--- config.mk ---
export PLATFORM = sky130hd
export DESIGN_NAME = modular_square_root_unit
export DESIGN_NICKNAME = d
export VERILOG_FILES = /design/src/rtl/core/msqrt_pkg.sv /design/src/rtl/core/modular_square_root_unit.sv /design/src/rtl/core/msqrt_mulmod.sv
export SDC_FILE = /design/constraint.sdc
export NUM_CORES = 2
export LEC_CHECK = 0
export ABC_AREA = 1
export ABC_CLOCK_PERIOD_IN_PS = 27300
export BUFFER_PORTS_ARGS = -buffer_cell sky130_fd_sc_hd__buf_4
export CELL_PAD_IN_SITES_DETAIL_PLACEMENT = 2
export CELL_PAD_IN_SITES_GLOBAL_PLACEMENT = 2
export CORE_UTILIZATION = 42
export DETAILED_ROUTE_END_ITERATION = 16
export PLACE_DENSITY_LB_ADDON = 0.08
export SLEW_MARGIN = 20
export SYNTH_ARGS = -nofsm -noshare
export SYNTH_HDL_FRONTEND = slang
export SYNTH_HIERARCHICAL = 1
export SYNTH_SLANG_ARGS = --single-unit
--- constraint.sdc ---
create_clock -name clk -period 27.3 [get_ports clk]
set_input_delay 0 -clock clk [delete_from_list [all_inputs] [get_ports clk]]
set_output_delay 0 -clock clk [all_outputs]
set_load 0.005 [all_outputs]
--- src/rtl/core/msqrt_pkg.sv ---
// ----------------------------------------------------------------------------
// msqrt_pkg
// types and constants shared by the modular square root unit
// ----------------------------------------------------------------------------
package msqrt_pkg;

  localparam int unsigned ZLimit = 1024;

  typedef struct packed {
    logic [31:0] value;
    logic [31:0] modulus;
  } in_t;

  typedef struct packed {
    logic [31:0] root;
    logic        no_root;
  } out_t;

endpackage

--- src/rtl/core/modular_square_root_unit.sv ---
// ----------------------------------------------------------------------------
// modular_square_root_unit
// tonelli-shanks modular square root over a prime modulus
// ----------------------------------------------------------------------------
// in_ channel takes {value, modulus}; out_ channel returns {root, no_root}.
// one transaction is worked on at a time; in_ready is low while busy.
// every product goes through one shared modular multiplier, which forms
// each product in a register stage and then a shift-subtract remainder.
// moduli below 3 are settled without a multiply, a zero value ends after
// the reduction multiply, and other values go through the euler check by
// square-and-multiply exponentiation; moduli of 3 mod 4 then take the root
// by exponentiation, and moduli of 1 mod 4 run the non-residue search over
// z and the reduction loop. the initial reduction value mod modulus runs on the same
// multiplier. a finished result moves into an output register and the unit
// returns to idle, so the next transaction is accepted while that result
// waits; a later result is held in the sequencer until out_ready frees the
// output register.
// reset clears the sequencer and drops out_valid; no pass is needed.
// ----------------------------------------------------------------------------
module modular_square_root_unit #(
  parameter int unsigned MOD_WIDTH = 32
) (
  input  logic              clk,
  input  logic              rst_n,
  input  logic              in_valid,
  output logic              in_ready,
  input  msqrt_pkg::in_t    in_data,
  output logic              out_valid,
  input  logic              out_ready,
  output msqrt_pkg::out_t   out_data
);

  localparam int unsigned W = MOD_WIDTH;

  typedef enum logic [8:0] {
    S_IDLE  = 9'b000000001,
    S_RED   = 9'b000000010,
    S_EXP   = 9'b000000100,
    S_MUL   = 9'b000001000,
    S_DISP  = 9'b000010000,
    S_SQ    = 9'b000100000,
    S_BSQ   = 9'b001000000,
    S_UPD   = 9'b010000000,
    S_OUT   = 9'b100000000
  } state_t;

  // what the current exponentiation feeds
  typedef enum logic [5:0] {
    E_EULER = 6'b000001,
    E_R34   = 6'b000010,
    E_ZTST  = 6'b000100,
    E_C     = 6'b001000,
    E_T     = 6'b010000,
    E_R     = 6'b100000
  } ephase_t;

  // steps of an exponent bit and of the update
  typedef enum logic [3:0] {
    M_ACC  = 4'b0001,
    M_BASE = 4'b0010,
    M_RB   = 4'b0100,
    M_CT   = 4'b1000
  } mstep_t;

  state_t  st_r, st_nxt;
  ephase_t ph_r, ph_nxt;
  mstep_t  ms_r, ms_nxt;

  logic [W-1:0] p_r, p_nxt, n_r, n_nxt, q_r, q_nxt, z_r, z_nxt;
  logic [W-1:0] acc_r, acc_nxt, base_r, base_nxt, ex_r, ex_nxt;
  logic [W-1:0] c_r, c_nxt, t_r, t_nxt, rr_r, rr_nxt, b_r, b_nxt, sq_r, sq_nxt;
  logic [5:0]   mm_r, mm_nxt, i_r, i_nxt, j_r, j_nxt;
  logic [W-1:0] root_r, root_nxt;
  logic         fail_r, fail_nxt, ov_r, ov_nxt;
  logic [W-1:0] res_root_r, res_root_nxt;
  logic         res_fail_r, res_fail_nxt;

  logic         mstart;
  logic [W-1:0] ma, mb;
  logic         mdone;
  logic [W-1:0] mres;

  logic [W-1:0] vin, pin, half;
  logic         p_lt2;

  msqrt_mulmod #(.W(W)) u_mul (
    .clk(clk), .rst_n(rst_n), .start(mstart), .a(ma), .b(mb), .m(p_nxt),
    .done(mdone), .res(mres)
  );

  assign vin      = in_data.value[W-1:0];
  assign pin      = in_data.modulus[W-1:0];
  assign half     = (p_r - W'(1)) >> 1;
  assign in_ready = (st_r == S_IDLE);
  assign out_valid = ov_r;
  assign out_data.root    = 32'(res_root_r);
  assign out_data.no_root = res_fail_r;
  assign p_lt2    = (pin < W'(2));

  always_comb begin
    st_nxt = st_r; ph_nxt = ph_r; ms_nxt = ms_r;
    p_nxt = p_r; n_nxt = n_r; q_nxt = q_r; z_nxt = z_r;
    acc_nxt = acc_r; base_nxt = base_r; ex_nxt = ex_r;
    c_nxt = c_r; t_nxt = t_r; rr_nxt = rr_r; b_nxt = b_r; sq_nxt = sq_r;
    mm_nxt = mm_r; i_nxt = i_r; j_nxt = j_r;
    root_nxt = root_r; fail_nxt = fail_r; ov_nxt = ov_r;
    res_root_nxt = res_root_r; res_fail_nxt = res_fail_r;
    mstart = 1'b0; ma = '0; mb = '0;
    if (ov_r && out_ready) ov_nxt = 1'b0;
    case (st_r)
      S_IDLE: begin
        if (in_valid) begin
          p_nxt = pin; fail_nxt = 1'b0; root_nxt = '0;
          if (p_lt2) begin
            fail_nxt = 1'b1; st_nxt = S_OUT;
          end else if (pin == W'(2)) begin
            root_nxt = W'(vin[0]); st_nxt = S_OUT;
          end else begin
            // v mod p as v*1 mod p
            mstart = 1'b1; ma = vin; mb = W'(1);
            st_nxt = S_RED;
          end
        end
      end
      S_RED: begin
        if (mdone) begin
          n_nxt = mres;
          if (mres == '0) begin
            root_nxt = '0; st_nxt = S_OUT;
          end else begin
            acc_nxt = W'(1); base_nxt = mres; ex_nxt = half;
            ph_nxt = E_EULER; ms_nxt = M_ACC; st_nxt = S_EXP;
          end
        end
      end
      S_EXP: begin
        if (ex_r == '0) begin
          st_nxt = S_DISP;
        end else if (ms_r == M_ACC) begin
          if (ex_r[0]) begin
            mstart = 1'b1; ma = acc_r; mb = base_r; st_nxt = S_MUL;
          end else begin
            ms_nxt = M_BASE;
          end
        end else begin
          mstart = 1'b1; ma = base_r; mb = base_r; st_nxt = S_MUL;
        end
      end
      S_MUL: begin
        if (mdone) begin
          st_nxt = S_EXP;
          if (ms_r == M_ACC) begin
            acc_nxt = mres; ms_nxt = M_BASE;
          end else begin
            base_nxt = mres; ex_nxt = ex_r >> 1; ms_nxt = M_ACC;
          end
        end
      end
      S_DISP: begin
        ms_nxt = M_ACC;
        case (ph_r)
          E_EULER: begin
            if (acc_r != W'(1)) begin
              fail_nxt = 1'b1; st_nxt = S_OUT;
            end else if (p_r[1:0] == 2'b11) begin
              acc_nxt = W'(1); base_nxt = n_r; ex_nxt = (p_r >> 2) + W'(1);
              ph_nxt = E_R34; st_nxt = S_EXP;
            end else begin
              // q, s by trailing zero strip
              q_nxt = p_r - W'(1); mm_nxt = '0;
              for (int k = 0; k < W; k++) begin
                if (q_nxt[0] == 1'b0) begin
                  q_nxt = q_nxt >> 1; mm_nxt = mm_nxt + 6'd1;
                end
              end
              z_nxt = W'(2);
              if (p_r <= W'(2)) begin
                fail_nxt = 1'b1; st_nxt = S_OUT;
              end else begin
                acc_nxt = W'(1); base_nxt = W'(2); ex_nxt = half;
                ph_nxt = E_ZTST; st_nxt = S_EXP;
              end
            end
          end
          E_R34: begin
            root_nxt = acc_r; st_nxt = S_OUT;
          end
          E_ZTST: begin
            if (acc_r == p_r - W'(1)) begin
              acc_nxt = W'(1); base_nxt = z_r; ex_nxt = q_r;
              ph_nxt = E_C; st_nxt = S_EXP;
            end else if ((z_r + W'(1) >= p_r) ||
                         (33'(z_r) + 33'd1 >= 33'(msqrt_pkg::ZLimit))) begin
              fail_nxt = 1'b1; st_nxt = S_OUT;
            end else begin
              z_nxt = z_r + W'(1);
              acc_nxt = W'(1); base_nxt = z_r + W'(1); ex_nxt = half;
              st_nxt = S_EXP;
            end
          end
          E_C: begin
            c_nxt = acc_r;
            acc_nxt = W'(1); base_nxt = n_r; ex_nxt = q_r;
            ph_nxt = E_T; st_nxt = S_EXP;
          end
          E_T: begin
            t_nxt = acc_r;
            acc_nxt = W'(1); base_nxt = n_r; ex_nxt = (q_r >> 1) + W'(1);
            ph_nxt = E_R; st_nxt = S_EXP;
          end
          default: begin
            rr_nxt = acc_r;
            sq_nxt = t_r; i_nxt = '0; st_nxt = S_SQ;
          end
        endcase
      end
      S_SQ: begin
        if (t_r == W'(1)) begin
          root_nxt = rr_r; st_nxt = S_OUT;
        end else if (t_r == '0) begin
          root_nxt = '0; st_nxt = S_OUT;
        end else if (sq_r != W'(1) && i_r < mm_r) begin
          if (!ms_r[1]) begin
            mstart = 1'b1; ma = sq_r; mb = sq_r; ms_nxt = M_BASE;
          end else if (mdone) begin
            sq_nxt = mres; i_nxt = i_r + 6'd1; ms_nxt = M_ACC;
          end
        end else if (i_r >= mm_r) begin
          fail_nxt = 1'b1; st_nxt = S_OUT;
        end else begin
          b_nxt = c_r; j_nxt = '0; ms_nxt = M_ACC; st_nxt = S_BSQ;
        end
      end
      S_BSQ: begin
        if (j_r + 6'd1 < mm_r - i_r) begin
          if (!ms_r[1]) begin
            mstart = 1'b1; ma = b_r; mb = b_r; ms_nxt = M_BASE;
          end else if (mdone) begin
            b_nxt = mres; j_nxt = j_r + 6'd1; ms_nxt = M_ACC;
          end
        end else begin
          mstart = 1'b1; ma = rr_r; mb = b_r; ms_nxt = M_RB; st_nxt = S_UPD;
        end
      end
      S_UPD: begin
        if (mdone) begin
          case (ms_r)
            M_RB: begin
              rr_nxt = mres; mstart = 1'b1; ma = b_r; mb = b_r; ms_nxt = M_CT;
            end
            M_CT: begin
              c_nxt = mres; mstart = 1'b1; ma = t_r; mb = mres; ms_nxt = M_ACC;
            end
            default: begin
              t_nxt = mres; mm_nxt = i_r;
              sq_nxt = mres; i_nxt = '0; st_nxt = S_SQ;
            end
          endcase
        end
      end
      S_OUT: begin
        if (!ov_r || out_ready) begin
          res_root_nxt = fail_r ? '0 : root_r;
          res_fail_nxt = fail_r;
          ov_nxt = 1'b1; st_nxt = S_IDLE;
        end
      end
      default: st_nxt = S_IDLE;
    endcase
  end

  always_ff @(posedge clk) begin
    p_r <= p_nxt; n_r <= n_nxt; q_r <= q_nxt; z_r <= z_nxt;
    acc_r <= acc_nxt; base_r <= base_nxt; ex_r <= ex_nxt;
    c_r <= c_nxt; t_r <= t_nxt; rr_r <= rr_nxt; b_r <= b_nxt; sq_r <= sq_nxt;
    mm_r <= mm_nxt; i_r <= i_nxt; j_r <= j_nxt;
    root_r <= root_nxt; fail_r <= fail_nxt; ph_r <= ph_nxt; ms_r <= ms_nxt;
    res_root_r <= res_root_nxt; res_fail_r <= res_fail_nxt;
    if (!rst_n) begin
      st_r <= S_IDLE;
      ov_r <= 1'b0;
    end else begin
      st_r <= st_nxt;
      ov_r <= ov_nxt;
    end
  end

endmodule

--- src/rtl/core/msqrt_mulmod.sv ---
// ----------------------------------------------------------------------------
// msqrt_mulmod
// multi-cycle modular multiplier: registered product, then bit-serial remainder
// ----------------------------------------------------------------------------
module msqrt_mulmod #(
  parameter int unsigned W = 32
) (
  input  logic         clk,
  input  logic         rst_n,
  input  logic         start,
  input  logic [W-1:0] a,
  input  logic [W-1:0] b,
  input  logic [W-1:0] m,
  output logic         done,
  output logic [W-1:0] res
);

  localparam int unsigned CW = $clog2(2*W+1);

  logic [2*W-1:0] prod_r, prod_nxt;
  logic [W:0]     rem_r, rem_nxt;
  logic [W-1:0]   m_r, m_nxt;
  logic [CW-1:0]  cnt_r, cnt_nxt;
  logic           busy_r, busy_nxt;
  logic           done_r, done_nxt;
  logic [W:0]     sh;

  assign done = done_r;
  assign res  = rem_r[W-1:0];

  always_comb begin
    prod_nxt = prod_r;
    rem_nxt  = rem_r;
    m_nxt    = m_r;
    cnt_nxt  = cnt_r;
    busy_nxt = busy_r;
    done_nxt = 1'b0;
    sh       = {rem_r[W-1:0], prod_r[2*W-1]};
    if (start) begin
      prod_nxt = a * b;
      m_nxt    = m;
      rem_nxt  = '0;
      cnt_nxt  = CW'(2*W);
      busy_nxt = 1'b1;
    end else if (busy_r) begin
      prod_nxt = {prod_r[2*W-2:0], 1'b0};
      if (sh >= {1'b0, m_r}) begin
        rem_nxt = sh - {1'b0, m_r};
      end else begin
        rem_nxt = sh;
      end
      cnt_nxt = cnt_r - 1'b1;
      if (cnt_r == CW'(1)) begin
        busy_nxt = 1'b0;
        done_nxt = 1'b1;
      end
    end
  end

  always_ff @(posedge clk) begin
    prod_r <= prod_nxt;
    rem_r  <= rem_nxt;
    m_r    <= m_nxt;
    cnt_r  <= cnt_nxt;
    if (!rst_n) begin
      busy_r <= 1'b0;
      done_r <= 1'b0;
    end else begin
      busy_r <= busy_nxt;
      done_r <= done_nxt;
    end
  end

endmodule
==> metrics.yaml, run 1 <==
outcome:
  status: "aborted with a tool error"
  lastStage: "detailed placement"
  tool.error: "[ERROR DPL-0033] detailed placement checks failed during check placement."
yosys:
  synth-edff-count: 542
  ys_seq_area_share_pct: 21.7
  synth-simple-area-share_pct: 27.6
  syn_inst: 11547
  yosysWarnings: 6
  synth_seq_cells: 625
  synth_cell_types: 73
  syn_nets: 12896
  synth_top_family_by_area: "simple AND/OR/NAND/NOR gates"
  synth.avg_cell_area_um2: 7.17
  netlist_area_um2: 82800
  synth_ff_type: "edfxtp_1"
  muxShareOfSynthArea_pct: 0.0121
  synth_compound_area_share_pct: 7.84
  synth_xor_area_share_pct: 1.21
  synth-adder-area-share_pct: 27.5
  ys_async_sr_fraction_pct: 0
floorplan:
  rows: 162
  ios: 103
  fp.dieW_um: 446
  dieHeight_um: 446
  initial_core_util_pct: 42.4
placed_design:
  portBuffers: 102
  hpwl_mm: 322
  gp_congestion: 0.975
-- Yosys cell counts, drive strengths merged (48+ instances only) --
library cell  count  share of area [%]
a21oi           223                1.4
clkbuf          374                1.7
nand4           168                1.3
dfxtp            83                2.0
o2111ai          68               0.72
ha              383                5.8
xnor2            48               0.51
xor2             66               0.70
fa              898                 22
nand2          3514                 16
nor4             77               0.58
edfxtp          542                 20
nor2            680                3.4
buf              62               0.44
o21ai           414                2.5
nor3             79               0.56
nand3b           49               0.44
o211ai           61               0.56
o22ai            76               0.57
inv            2638                 12
a221oi           55               0.58
nand3           780                4.9
-- kinds of logic after synthesis --
logic type	Yosys count
compound gates	1054
xor+xnor	114
fa+ha+maj	1281
buf+inv	3089
flops	625
mux	1
simple gates	5383
-- metrics by stage --
step / instance area (um^2) / hold WS (ns) / worst slack, ns
global placement: 86800 / 0.257 / 10.58
floorplan: 82800 / 0.0762 / 13.13
==> inputs of run 2 (changes only) <==
--- a/config.mk
+++ b/config.mk
@@ -8,11 +8,9 @@
 export ABC_AREA = 1
 export ABC_CLOCK_PERIOD_IN_PS = 27300
 export BUFFER_PORTS_ARGS = -buffer_cell sky130_fd_sc_hd__buf_4
-export CELL_PAD_IN_SITES_DETAIL_PLACEMENT = 2
-export CELL_PAD_IN_SITES_GLOBAL_PLACEMENT = 2
-export CORE_UTILIZATION = 42
+export CORE_UTILIZATION = 28
 export DETAILED_ROUTE_END_ITERATION = 16
-export PLACE_DENSITY_LB_ADDON = 0.08
+export PLACE_DENSITY_LB_ADDON = 0.15
 export SLEW_MARGIN = 20
 export SYNTH_ARGS = -nofsm -noshare
 export SYNTH_HDL_FRONTEND = slang
==> run 2 against run 1 <==
  * The flow now finishes, with violations (design-rule violations)
  * Area after synthesis unchanged
  * Synthesized cell count stayed put
==> metrics.yaml, run 2 <==
outcome:
  status: "finished with violations"
  violations: "design-rule violations"
grt:
  antenna_found_initial: 33
  grt_use_total_pct: 23.3
  grt_max_degree: 85
  grt_pass1_wl_mm: 517
  grt-ovfl-total: 0
  grt_pass1_vias: 77586
timing:
  rsz0062_at_grt: "no"
  final_max_slew_viol_count: 0
  post-route-min-period_ns: 16.30
  post-route-period-util_pct: 59.7
  tightest_slew_ns: 1.17
  setup_violations: 0
  max_slew_margin_pct: 21.2
  skew_ns: 0.0796
  setup_tns_ns: 0
  hold_viol_final: 0
  fmax_mhz: 61.3
  hold_ws_ns: 0.0998
pwr:
  peakVddDrop_uv: 62.7
  p_leak_nw: 47.7
  power_density_nw_per_um2: 66.6
  total_power_w: 0.00611
yosys:
  yosys.area.top_type: "fa_1"
  synth_area_leaders: "fa_1 (22%), edfxtp_1 (20%), nand2_1 (16%)"
  yosysWarnings: 6  # unchanged
  synth-edff-count: 542  # unchanged
  synthTopCellsByCount: "nand2_1 (3465), inv_1 (2579), fa_1 (898)"
  synth.avg_cell_area_um2: 7.17  # unchanged
  ys_seq_area_share_pct: 21.7  # unchanged
  synth_most_common_cell: "nand2_1"
  ys_async_sr_fraction_pct: 0  # unchanged
  synth_seq_cells: 625  # unchanged
  netlist_area_um2: 82800  # unchanged
  syn_nets: 12896  # unchanged
  synth_top_area_share_pct: 21.7  # unchanged
  syn_inst: 11547  # unchanged
  synth_ff_type: "edfxtp_1"
  synth_cell_types: 73  # unchanged
routing:
  finalWirelength_mm: 352
  vias_per_cell: 4.97
  drt_iter0_markers: 6980
  dr.pass1.iters: 14
  wl_per_cell_um: 22.7
  drc: 2
  final_antenna_net_count: 0
  vias: 76850
clock_network:
  clkTransAtPathRegs_ns: 0.06
  cts_buffer_depth: 3
  cts-root-buf: "clkbuf_16"
  clock_latency_ns: 0.74
  post_cts_buffers: 0
  cts_buffers: 79
  htreeDepth: 3
  tritoncts: "yes"
  cts_resized: 0
  clkSinkCount: 625
floorplan:
  dieArea_um2: 298000
  rows: 199  # +23%
  fp.dieW_um: 546  # +22%
  initial_core_util_pct: 28.2  # -14 points
  ios: 103  # unchanged
  dieHeight_um: 546  # +22%
  coreArea_um2: 294000
setup_path:
  cpLargestDelayFamily: "simple AND/OR/NAND/NOR gates"
  startpoint: "p_r[0]$_DFF_P_"
  rr_worst_depth: 87
  crit_arrival_ns: 16.76
  critPathKind: "flop to flop"
  reg2reg_slack_ns: 11.00
  endpoint_kind: "flop"
  slowest_stage: "nor2_4"
  crit_buf_inv: 17
  setup.worst_path.end: "mm_r[1]$_DFFE_PP_"
  rr_endpoint: "mm_r[1]$_DFFE_PP_"
  cp.depth: 87
  max_stage_delay_ns: 0.69
  required_ns: 27.75
  startpoint_type: "flop"
  cp_common_cell: "nand2_1"
  regToRegStartpoint: "p_r[0]$_DFF_P_"
  crit_fanout: 34
final_layout:
  fin_nets: 12823
  final_cell_mix: "nand2_1 (3463), inv_1 (2576), fa_1 (898)"
  area_growth_pct: 10.8
  drive_gt1_share_pct: 5.88
  regMostFlops: "u_mul/prod_r"
  largest_reg_flops: 64
  layout_commonest_cell: "nand2_1"
placed_design:
  gp_congestion: 0.947  # -2.9%
  portBuffers: 102  # unchanged
  hpwl_mm: 278  # -14%
hold_path:
  min_path_type: "input pin to flop"
flow_run:
  maxCapViolations: 0
-- run 2: cell counts after synthesis --
Identical to the previous run, type by type.
-- run 2: stage by stage --
step	cell area (um^2)	instances	utilization [%]	worst slack (ns)
after floorplan	82800	11547	-	13.13
after global placement	88600	15280	30.1	10.75
after detailed placement	88600	15280	30.1	11.00
after CTS	91600	15457	31.2	10.95
after global routing	91700	15460	31.2	9.45
final	91700	15464	31.2	11.00
-- run 2: layer usage --
metal / vias up / GRT usage (%) / share of wire (%)
li1: 35651 / - / -
met1: 38125 / 31.0 / 44
met2: 2532 / 39.3 / 47
met3: 522 / 2.49 / 5.5
met4: 20 / 7.83 / 3.7
met5: - / 0 / 0.036
-- run 2: final cells by class --
type	instances	area, um^2
tap	3919	4900
inverter	2653	9970
sequential	625	17900
clock buffer	97	2090
timing repair buffer	282	2210
clock inverter	49	612
antenna	6	15.0
fill	31965	202000
multi-input combinational	7833	53900
-- run 2: worst min-delay path by stage --
stage / slack (ns) / endpoint / cells past startpoint / startpoint
finish: 0.1 / p_r[23]$_DFF_P_ / 3 / in_data[23]
global route: 0.03 / p_r[23]$_DFF_P_ / 3 / in_data[23]
CTS: 0.02 / p_r[16]$_DFF_P_ / 3 / in_data[16]
detailed placement: 0.29 / st_r[0]$_SDFFE_PN1P_ / 2 / rst_n
global placement: 0.28 / st_r[0]$_SDFFE_PN1P_ / 2 / rst_n
floorplan: 0.08 / st_r[0]$_SDFFE_PN1P_ / 1 / rst_n
-- run 2: where the power goes --
group / switching [W] / leakage [nW] / total (W) / internal [W]
registers: 0.000147 / 5.53 / 0.00148 / 0.00133
logic: 0.00266 / 40.9 / 0.00350 / 0.000844
clock network: 0.000485 / 1.30 / 0.00112 / 0.000640
-- run 2: cell families (layout without fill, tap and decap cells) --
| kind of cell | count (synthesis) | after routing | share of synthesized area (%) |
|---|---|---|---|
| mux | 1 | 1 | 0.0121 |
| flops | 625 | 625 | 21.7 |
| other cells | 0 | 6 | 0 |
| compound gates | 1054 | 1054 | 7.84 |
| xor+xnor | 114 | 114 | 1.21 |
| simple gates | 5383 | 5383 | 27.6 |
| fa+ha+maj | 1281 | 1281 | 27.5 |
| buf+inv | 3089 | 3081 | 14.2 |
-- run 2: repair_timing --
action,4_1_cts,5_1_grt
hold buffers,31,0
setup endpoints to repair,0,0
hold endpoints to repair,57,0
-- run 2: worst register-to-register path, delay by kind of cell, from the launching register on --
family                     cells  cell delay [ns]
AOI/OAI and AO/OA             14             2.53
xor gates and xnor gates       5             0.69
adders and majority gates     12             3.52
buffers and inverters         17             2.37
DFF                            1             0.32
and+or+nand+nor               39             6.65
Note: power is estimated with default switching activity, not from simulation.
